<file path="src/sv/sha1_pkg.sv">
// ----------------------------------------------------------------------------
// SHA-1 engine package
// Shared types, constants and round functions for the SHA-1 hash engine.
// ----------------------------------------------------------------------------
`default_nettype none

package sha1_pkg;

  // Sequencer states of the engine.
  typedef enum logic [2:0] {
    ST_IDLE,
    ST_PAD,
    ST_ROUND,
    ST_FOLD,
    ST_OUT
  } sha1_state_t;

  // Initial chaining value, H0 in the lowest slot.
  localparam logic [4:0][31:0] SHA1_IV = {
    32'hC3D2E1F0, 32'h10325476, 32'h98BADCFE, 32'hEFCDAB89, 32'h67452301
  };

  localparam logic [7:0] PAD_BYTE     = 8'h80;
  localparam logic [5:0] LEN_POS      = 6'd56;
  localparam logic [5:0] LAST_POS     = 6'd63;
  localparam logic [6:0] LAST_ROUND   = 7'd79;
  localparam int         DIGEST_WORDS = 5;
  localparam logic [2:0] LAST_WORD    = 3'd4;

  // Round group: 0 for rounds 0..19, 1 for 20..39, 2 for 40..59, 3 above.
  function automatic logic [1:0] round_group(input logic [6:0] rnd);
    logic [1:0] grp;
    if (rnd < 7'd20) begin
      grp = 2'd0;
    end else if (rnd < 7'd40) begin
      grp = 2'd1;
    end else if (rnd < 7'd60) begin
      grp = 2'd2;
    end else begin
      grp = 2'd3;
    end
    return grp;
  endfunction

  function automatic logic [31:0] round_const(input logic [1:0] grp);
    logic [31:0] k;
    case (grp)
      2'd0:    k = 32'h5A827999;
      2'd1:    k = 32'h6ED9EBA1;
      2'd2:    k = 32'h8F1BBCDC;
      default: k = 32'hCA62C1D6;
    endcase
    return k;
  endfunction

  // Choose, parity and majority functions of the rounds.
  function automatic logic [31:0] round_func(input logic [1:0]  grp,
                                             input logic [31:0] b,
                                             input logic [31:0] c,
                                             input logic [31:0] d);
    logic [31:0] f;
    case (grp)
      2'd0:    f = (b & c) | (~b & d);
      2'd2:    f = (b & c) | (b & d) | (c & d);
      default: f = b ^ c ^ d;
    endcase
    return f;
  endfunction

endpackage

`default_nettype wire

</file>
<file path="src/sv/sha1_hash_engine_core.sv">
// ----------------------------------------------------------------------------
// SHA-1 hash engine core
// Packs message bytes into 512-bit blocks, runs the SHA-1 compression with
// one shared round unit, pads the message and returns the five digest words.
// ----------------------------------------------------------------------------
//
//  Channel  Direction  Payload                                   Handshake
//  in_      input      message_byte, byte_present, end_of_message  valid/ready
//  out_     output     digest_word, word_number, final_word        valid/ready
//
// The 64th byte of a block starts the compression: 80 rounds in ST_ROUND,
// then the fold in ST_FOLD. An end transaction pads one byte a cycle, except
// while a block is compressed, through the same byte path, runs one or two
// more blocks, then offers five digest words.
// Input is not ready while a block, padding or digest output is in progress.
// Reset is synchronous; afterwards the engine starts from the initial value.
`default_nettype none

module sha1_hash_engine_core (
  input  wire logic        clk,
  input  wire logic        rst_n,
  input  wire logic        in_valid,
  output logic             in_ready,
  input  wire logic [7:0]  in_message_byte,
  input  wire logic        in_byte_present,
  input  wire logic        in_end_of_message,
  output logic             out_valid,
  input  wire logic        out_ready,
  output logic [31:0]      out_digest_word,
  output logic [2:0]       out_word_number,
  output logic             out_final_word
);

  sha1_pkg::sha1_state_t state_r, state_nxt;

  logic [31:0] win_r [16];
  logic [31:0] win_nxt [16];
  logic [31:0] h_r [sha1_pkg::DIGEST_WORDS];
  logic [31:0] h_nxt [sha1_pkg::DIGEST_WORDS];
  logic [31:0] a_r, b_r, c_r, d_r, e_r;
  logic [31:0] a_nxt, b_nxt, c_nxt, d_nxt, e_nxt;
  logic [23:0] acc_r, acc_nxt;
  logic [63:0] bit_total_r, bit_total_nxt;
  logic [5:0]  pos_r, pos_nxt;
  logic [6:0]  rnd_r, rnd_nxt;
  logic [2:0]  word_r, word_nxt;
  logic        pad_pend_r, pad_pend_nxt;
  logic        pad_first_r, pad_first_nxt;
  logic        len_r, len_nxt;

  logic        put_en;
  logic [7:0]  put_byte;
  logic [7:0]  len_byte;
  logic [1:0]  grp;
  logic [31:0] w_new;
  logic [31:0] round_sum;
  logic        block_done;

  // Length bytes go out most significant first at positions 56 to 63.
  assign len_byte = bit_total_r[{~pos_r[2:0], 3'b000} +: 8];

  assign grp   = sha1_pkg::round_group(rnd_r);
  assign w_new = win_r[13] ^ win_r[8] ^ win_r[2] ^ win_r[0];
  assign round_sum = {a_r[26:0], a_r[31:27]} + sha1_pkg::round_func(grp, b_r, c_r, d_r)
                   + e_r + win_r[0] + sha1_pkg::round_const(grp);

  assign in_ready        = (state_r == sha1_pkg::ST_IDLE);
  assign out_valid       = (state_r == sha1_pkg::ST_OUT);
  assign out_digest_word = h_r[word_r];
  assign out_word_number = word_r;
  assign out_final_word  = (word_r == sha1_pkg::LAST_WORD);

  always_comb begin
    state_nxt     = state_r;
    acc_nxt       = acc_r;
    bit_total_nxt = bit_total_r;
    pos_nxt       = pos_r;
    rnd_nxt       = rnd_r;
    word_nxt      = word_r;
    pad_pend_nxt  = pad_pend_r;
    pad_first_nxt = pad_first_r;
    len_nxt       = len_r;
    a_nxt = a_r;
    b_nxt = b_r;
    c_nxt = c_r;
    d_nxt = d_r;
    e_nxt = e_r;
    for (int i = 0; i < 16; i++) begin
      win_nxt[i] = win_r[i];
    end
    for (int i = 0; i < sha1_pkg::DIGEST_WORDS; i++) begin
      h_nxt[i] = h_r[i];
    end
    put_en   = 1'b0;
    put_byte = in_message_byte;

    case (state_r)
      sha1_pkg::ST_IDLE: begin
        if (in_valid) begin
          put_en = in_byte_present;
          if (in_byte_present) begin
            bit_total_nxt = bit_total_r + 64'd8;
          end
          if (in_end_of_message) begin
            pad_pend_nxt  = 1'b1;
            pad_first_nxt = 1'b1;
            state_nxt     = sha1_pkg::ST_PAD;
          end
        end
      end
      sha1_pkg::ST_PAD: begin
        put_en = 1'b1;
        if (pad_first_r) begin
          put_byte      = sha1_pkg::PAD_BYTE;
          pad_first_nxt = 1'b0;
        end else if (len_r || pos_r == sha1_pkg::LEN_POS) begin
          put_byte = len_byte;
          len_nxt  = 1'b1;
        end else begin
          put_byte = 8'h00;
        end
      end
      sha1_pkg::ST_ROUND: begin
        e_nxt = d_r;
        d_nxt = c_r;
        c_nxt = {b_r[1:0], b_r[31:2]};
        b_nxt = a_r;
        a_nxt = round_sum;
        // The window always holds W[t] .. W[t+15]; W[t+16] enters at the top.
        for (int i = 0; i < 15; i++) begin
          win_nxt[i] = win_r[i + 1];
        end
        win_nxt[15] = {w_new[30:0], w_new[31]};
        rnd_nxt = rnd_r + 7'd1;
        if (rnd_r == sha1_pkg::LAST_ROUND) begin
          rnd_nxt   = '0;
          state_nxt = sha1_pkg::ST_FOLD;
        end
      end
      sha1_pkg::ST_FOLD: begin
        h_nxt[0] = h_r[0] + a_r;
        h_nxt[1] = h_r[1] + b_r;
        h_nxt[2] = h_r[2] + c_r;
        h_nxt[3] = h_r[3] + d_r;
        h_nxt[4] = h_r[4] + e_r;
        if (len_r) begin
          word_nxt  = '0;
          state_nxt = sha1_pkg::ST_OUT;
        end else if (pad_pend_r) begin
          state_nxt = sha1_pkg::ST_PAD;
        end else begin
          state_nxt = sha1_pkg::ST_IDLE;
        end
      end
      sha1_pkg::ST_OUT: begin
        if (out_ready) begin
          word_nxt = word_r + 3'd1;
          if (word_r == sha1_pkg::LAST_WORD) begin
            word_nxt      = '0;
            bit_total_nxt = '0;
            pos_nxt       = '0;
            pad_pend_nxt  = 1'b0;
            pad_first_nxt = 1'b0;
            len_nxt       = 1'b0;
            for (int i = 0; i < sha1_pkg::DIGEST_WORDS; i++) begin
              h_nxt[i] = sha1_pkg::SHA1_IV[i];
            end
            state_nxt = sha1_pkg::ST_IDLE;
          end
        end
      end
      default: begin
        state_nxt = sha1_pkg::ST_IDLE;
      end
    endcase

    // Byte packing, shared by message bytes and padding bytes.
    block_done = put_en && (pos_r == sha1_pkg::LAST_POS);
    if (put_en) begin
      pos_nxt = pos_r + 6'd1;
      acc_nxt = {acc_r[15:0], put_byte};
      if (pos_r[1:0] == 2'd3) begin
        for (int i = 0; i < 15; i++) begin
          win_nxt[i] = win_r[i + 1];
        end
        win_nxt[15] = {acc_r, put_byte};
      end
    end
    if (block_done) begin
      a_nxt     = h_r[0];
      b_nxt     = h_r[1];
      c_nxt     = h_r[2];
      d_nxt     = h_r[3];
      e_nxt     = h_r[4];
      rnd_nxt   = '0;
      state_nxt = sha1_pkg::ST_ROUND;
    end
  end

  always_ff @(posedge clk) begin
    if (!rst_n) begin
      state_r     <= sha1_pkg::ST_IDLE;
      bit_total_r <= '0;
      pos_r       <= '0;
      rnd_r       <= '0;
      word_r      <= '0;
      pad_pend_r  <= 1'b0;
      pad_first_r <= 1'b0;
      len_r       <= 1'b0;
      for (int i = 0; i < sha1_pkg::DIGEST_WORDS; i++) begin
        h_r[i] <= sha1_pkg::SHA1_IV[i];
      end
    end else begin
      state_r     <= state_nxt;
      bit_total_r <= bit_total_nxt;
      pos_r       <= pos_nxt;
      rnd_r       <= rnd_nxt;
      word_r      <= word_nxt;
      pad_pend_r  <= pad_pend_nxt;
      pad_first_r <= pad_first_nxt;
      len_r       <= len_nxt;
      for (int i = 0; i < sha1_pkg::DIGEST_WORDS; i++) begin
        h_r[i] <= h_nxt[i];
      end
    end
  end

  always_ff @(posedge clk) begin
    acc_r <= acc_nxt;
    a_r   <= a_nxt;
    b_r   <= b_nxt;
    c_r   <= c_nxt;
    d_r   <= d_nxt;
    e_r   <= e_nxt;
    for (int i = 0; i < 16; i++) begin
      win_r[i] <= win_nxt[i];
    end
  end

`ifndef SYNTH
  a_no_overlap: assert property (@(posedge clk) disable iff (!rst_n)
    out_valid |-> !in_ready)
    else $error("input ready while digest words are offered");

  a_round_range: assert property (@(posedge clk) disable iff (!rst_n)
    (state_r == sha1_pkg::ST_ROUND) |-> (rnd_r <= sha1_pkg::LAST_ROUND))
    else $error("round counter beyond the last round");

  a_final_flag: assert property (@(posedge clk) disable iff (!rst_n)
    out_valid |-> (out_final_word == (out_word_number == sha1_pkg::LAST_WORD)))
    else $error("final word flag does not match the word number");

  a_restart: assert property (@(posedge clk) disable iff (!rst_n)
    (out_valid && out_ready && out_final_word) |=>
      (h_r[0] == sha1_pkg::SHA1_IV[0] && bit_total_r == 64'd0 && pos_r == 6'd0))
    else $error("engine did not restart after the last digest word");
`endif

endmodule

`default_nettype wire

</file>
<file path="config.mk">
export PLATFORM = sky130hd
export DESIGN_NAME = sha1_hash_engine_core
export DESIGN_NICKNAME = d
export VERILOG_FILES = /design/src/sv/sha1_pkg.sv /design/src/sv/sha1_hash_engine_core.sv
export SDC_FILE = /design/constraint.sdc
export NUM_CORES = 2
export LEC_CHECK = 0
export ABC_AREA = 1
export CELL_PAD_IN_SITES_DETAIL_PLACEMENT = 0
export CELL_PAD_IN_SITES_GLOBAL_PLACEMENT = 1
export CORE_MARGIN = 5
export CORE_UTILIZATION = 47
export DETAILED_ROUTE_END_ITERATION = 8
export DONT_BUFFER_PORTS = 1
export PLACE_DENSITY_LB_ADDON = 0.1
export SYNTH_ARGS = -nofsm -noshare
export SYNTH_HDL_FRONTEND = slang
export SYNTH_SLANG_ARGS = --single-unit
</file>
<file path="constraint.sdc">
create_clock -name clk -period 7.25 [get_ports clk]
set_clock_uncertainty 0.2 [all_clocks]
set_input_delay 1.0875 -clock clk [delete_from_list [all_inputs] [get_ports clk]]
set_output_delay 1.0875 -clock clk [all_outputs]
set_load 0.02 [all_outputs]
</file>
==> impl_metrics.ini <==
[setup_path]
crit_path_end_kind = flop
arrival_ns = 6.62
cpPeakStageDelay_ns = 0.62
cp_cell_sequence = inv_2 -> nand2_1 -> nand2_1 -> nand2_1 -> inv_1 -> ha_1 -> inv_1 -> buf_4 -> o22ai_1 -> o21ai_0 -> fa_1 -> fa_1 -> fa_1 -> inv_1 -> ha_1 -> a21oi_1 -> o21ai_0 -> a21oi_1 -> nand2_1 -> nand2_1 -> nand3_1 -> nand3_1 -> o21ai_1
worst-path-max-fanout = 20
crit_required_ns = 7.49
worstReg2RegEnd = a_r[18]$_DFFE_PP_
critPathSlowestCell = inv_1
path_common_cell = nand2_1
r2r_slack_ns = 0.87
rr_startpoint = rnd_r[4]$_SDFFE_PP0P_
cp-start-kind = flop
r2r_cells = 23
crit_type = flop to flop

[status]
status = complete, no violations

[timing]
hold_slack_ns = 0.2190
post-route-period-util_pct = 87.99
tns_ns = 0
drv_slew = 0
setup_viol = 0
relSlewSlack_pct = 27.88
rsz0062_at_grt = no
worst_pin_slew_ns = 1.074
fin_crit_ns = 6.380
final_hold_viol_count = 0
max_freq_mhz = 156.8

[min_path]
hold_depth = 2
hold_class = flop to flop
hp-start = win_r[0][200]$_DFF_P_
whs_endpoint = win_r[0][168]$_DFF_P_

[clocking]
cts-root-buf = clkbuf_16
post_cts_buffers = 0
clock-sinks = 942
cts_tree = done
cts_max_level = 3
clock_latency_ns = 0.77
clkTransAtPathRegs_ns = 0.06
cts_resized = 0
hold_buffers = 0
numCtsBuffers = 106
clockBufferDepth = 3

[die]
num_rows = 126
die_h_um = 355.1
io_pins = 52
initial_core_util_pct = 47.34
core_sq_mm = 0.1182
die_w_um = 355.1
die_area_sq_mm = 0.1261

[synth]
synth.lib_cells_used.distinct = 47
ys_warn_count = 0
ys_ff_latch = 942
synthArstFlopShare_pct = 0
syn_area_sq_mm = 0.05598
synthFlopType = dfxtp_1
syn-num-nets = 8479
synth_seq_area_share_pct = 36.98
synth_edf_count = 184
syn_area_per_cell_sq_um = 6.881
netlist_instances = 8136

[cells_and_area]
area_growth_pct = 8.913
nets = 8373
final_cell_count_no_fill = 9664
layout_common_cells = 2192 x nand2_1, 1397 x inv_1, 756 x dfxtp_1, 678 x a21oi_1, 673 x nor2_1
fin_area_sq_mm = 0.06097
drive_gt1_share_pct = 3.646
seqCellArea_sq_mm = 0.02070
final_common_cell = nand2_1
multi_input_area_sq_mm = 0.02865
fillers = 12101

[placement]
dp_cells = 9458
portBuffers = 0
post-dp-hpwl_um = 165000
placed_area_sq_mm = 0.05723
place_congestion = 0.9998

[global_routing]
grt_overflow_total = 0
grt_pass1_wl_um = 307700
antenna_found_initial = 15
grt_max_degree = 138
grt_pass1_vias = 47150
track_usage_pct = 32.59

[route]
drt_iter0_markers = 6142
viasPerCell = 5.422
drc = 0
vias = 52401
wl_per_cell_um = 21.98
routed_wl_um = 212400
drt_first_pass_iters = 9
drtAntennaViolNets = 0

[power_and_ir_drop]
ir_worst_vdd_uv = 259.5
powerDensity_mw_per_mm2 = 282.6
leakagePower_nw = 28.84
finalPower_mw = 17.23

[run]
max-cap-violations = 0
## worst max path at each step
| stage | from | endpoint | slack (ns) | depth (start not counted) |
|---|---|---|---|---|
| final | rnd_r[4]$_SDFFE_PP0P_ | a_r[18]$_DFFE_PP_ | 0.87 | 23 |
| after global routing | rnd_r[4]$_SDFFE_PP0P_ | a_r[20]$_DFFE_PP_ | 0.57 | 24 |
| after CTS | rnd_r[4]$_SDFFE_PP0P_ | a_r[18]$_DFFE_PP_ | 1.01 | 23 |
| after detailed placement | rnd_r[4]$_SDFFE_PP0P_ | a_r[18]$_DFFE_PP_ | 1.09 | 23 |
| after global placement | rnd_r[4]$_SDFFE_PP0P_ | a_r[18]$_DFFE_PP_ | 1.14 | 26 |
| after floorplan | in_valid | a_r[0]$_DFFE_PP_ | 0.62 | 8 |
## flip-flops by register name (all words and copies together) (netlist names), named ones only
name / cells
rnd_r: 7
state_r: 3
pad_pend_r: 1
win_r: 512
h_r: 160
c_r: 32
b_r: 32
pos_r: 6
len_r: 1
bit_total_r: 61
pad_first_r: 1
d_r: 32
acc_r: 24
a_r: 32
e_r: 32
out_word_number: 3
## critical path: cells and delay by family (launching register included)
family | cells | cell delay (ns)
flops | 1 | 0.43
fa+ha+maj | 5 | 2.00
simple gates | 7 | 0.93
buf+inv | 5 | 1.27
compound gates | 6 | 1.20
## cell type report
cell class                 instances  area share, %
inverter                        1412          8.711
clock buffer                     149          5.001
clock inverter                    48          1.100
tap                             1536          3.152
antenna                            9        0.03694
sequential                       942          33.96
multi-input combinational       5498          46.99
timing repair buffer              70          1.047
## through the flow
stage	setup WS (ns)	util, %
final	0.8704	51.57
after global routing	0.5695	51.55
after CTS	1.015	51.55
after detailed placement	1.090	48.40
after global placement	1.139	48.40
after floorplan	0.6161	-
## metal layers
layer	global-route usage (%)	up-vias	part of all wire (%)
met3	7.313	375	11
met2	47.55	2199	41
met5	0	-	0.0061
met1	47.19	24263	45
li1	-	25562	-
met4	11.92	2	4.0
## cells in the mapped netlist, types with 33 or more instances
master	instances	area [sq um]
buf_4	43	322.8
o21ai_0	522	2613
inv_1	1397	5244
clkbuf_1	118	442.9
nand4_1	110	688.2
xor2_1	63	551.8
o211ai_1	35	262.8
dfxtp_1	758	15170
xnor2_1	79	691.9
nor2_1	675	2534
buf_2	112	560.5
a31oi_1	37	231.5
nor3_1	56	280.3
nand2_1	2194	8235
edfxtp_1	184	5525
fa_1	125	2502
o22ai_1	33	206.5
nand3_1	390	1952
o21ai_1	130	650.6
a21oi_1	678	3393
ha_1	204	2552
## cell families (layout without fill, tap and decap cells)
group | after synthesis | in the layout | share of synthesized area (%)
multiplexers | 9 | 9 | 0.1788
AND/OR/NAND/NOR | 3504 | 3504 | 25.43
XOR/XNOR | 142 | 142 | 2.222
AO/OA/AOI/OAI | 1514 | 1514 | 14.23
other | 0 | 9 | 0
buffers and inverters | 1696 | 1679 | 11.94
flip-flops | 942 | 942 | 36.98
adder cells (fa/ha/maj) | 329 | 329 | 9.030
## report_power, final
part / internal (mW) / leakage [nW] / switching [mW]
clock: 3.29 / 1.79 / 2.43
sequential: 6.83 / 7.95 / 0.757
combinational: 1.60 / 19.1 / 2.33
total: 11.7 / 28.8 / 5.52
Power figures use the tool's default switching activity.
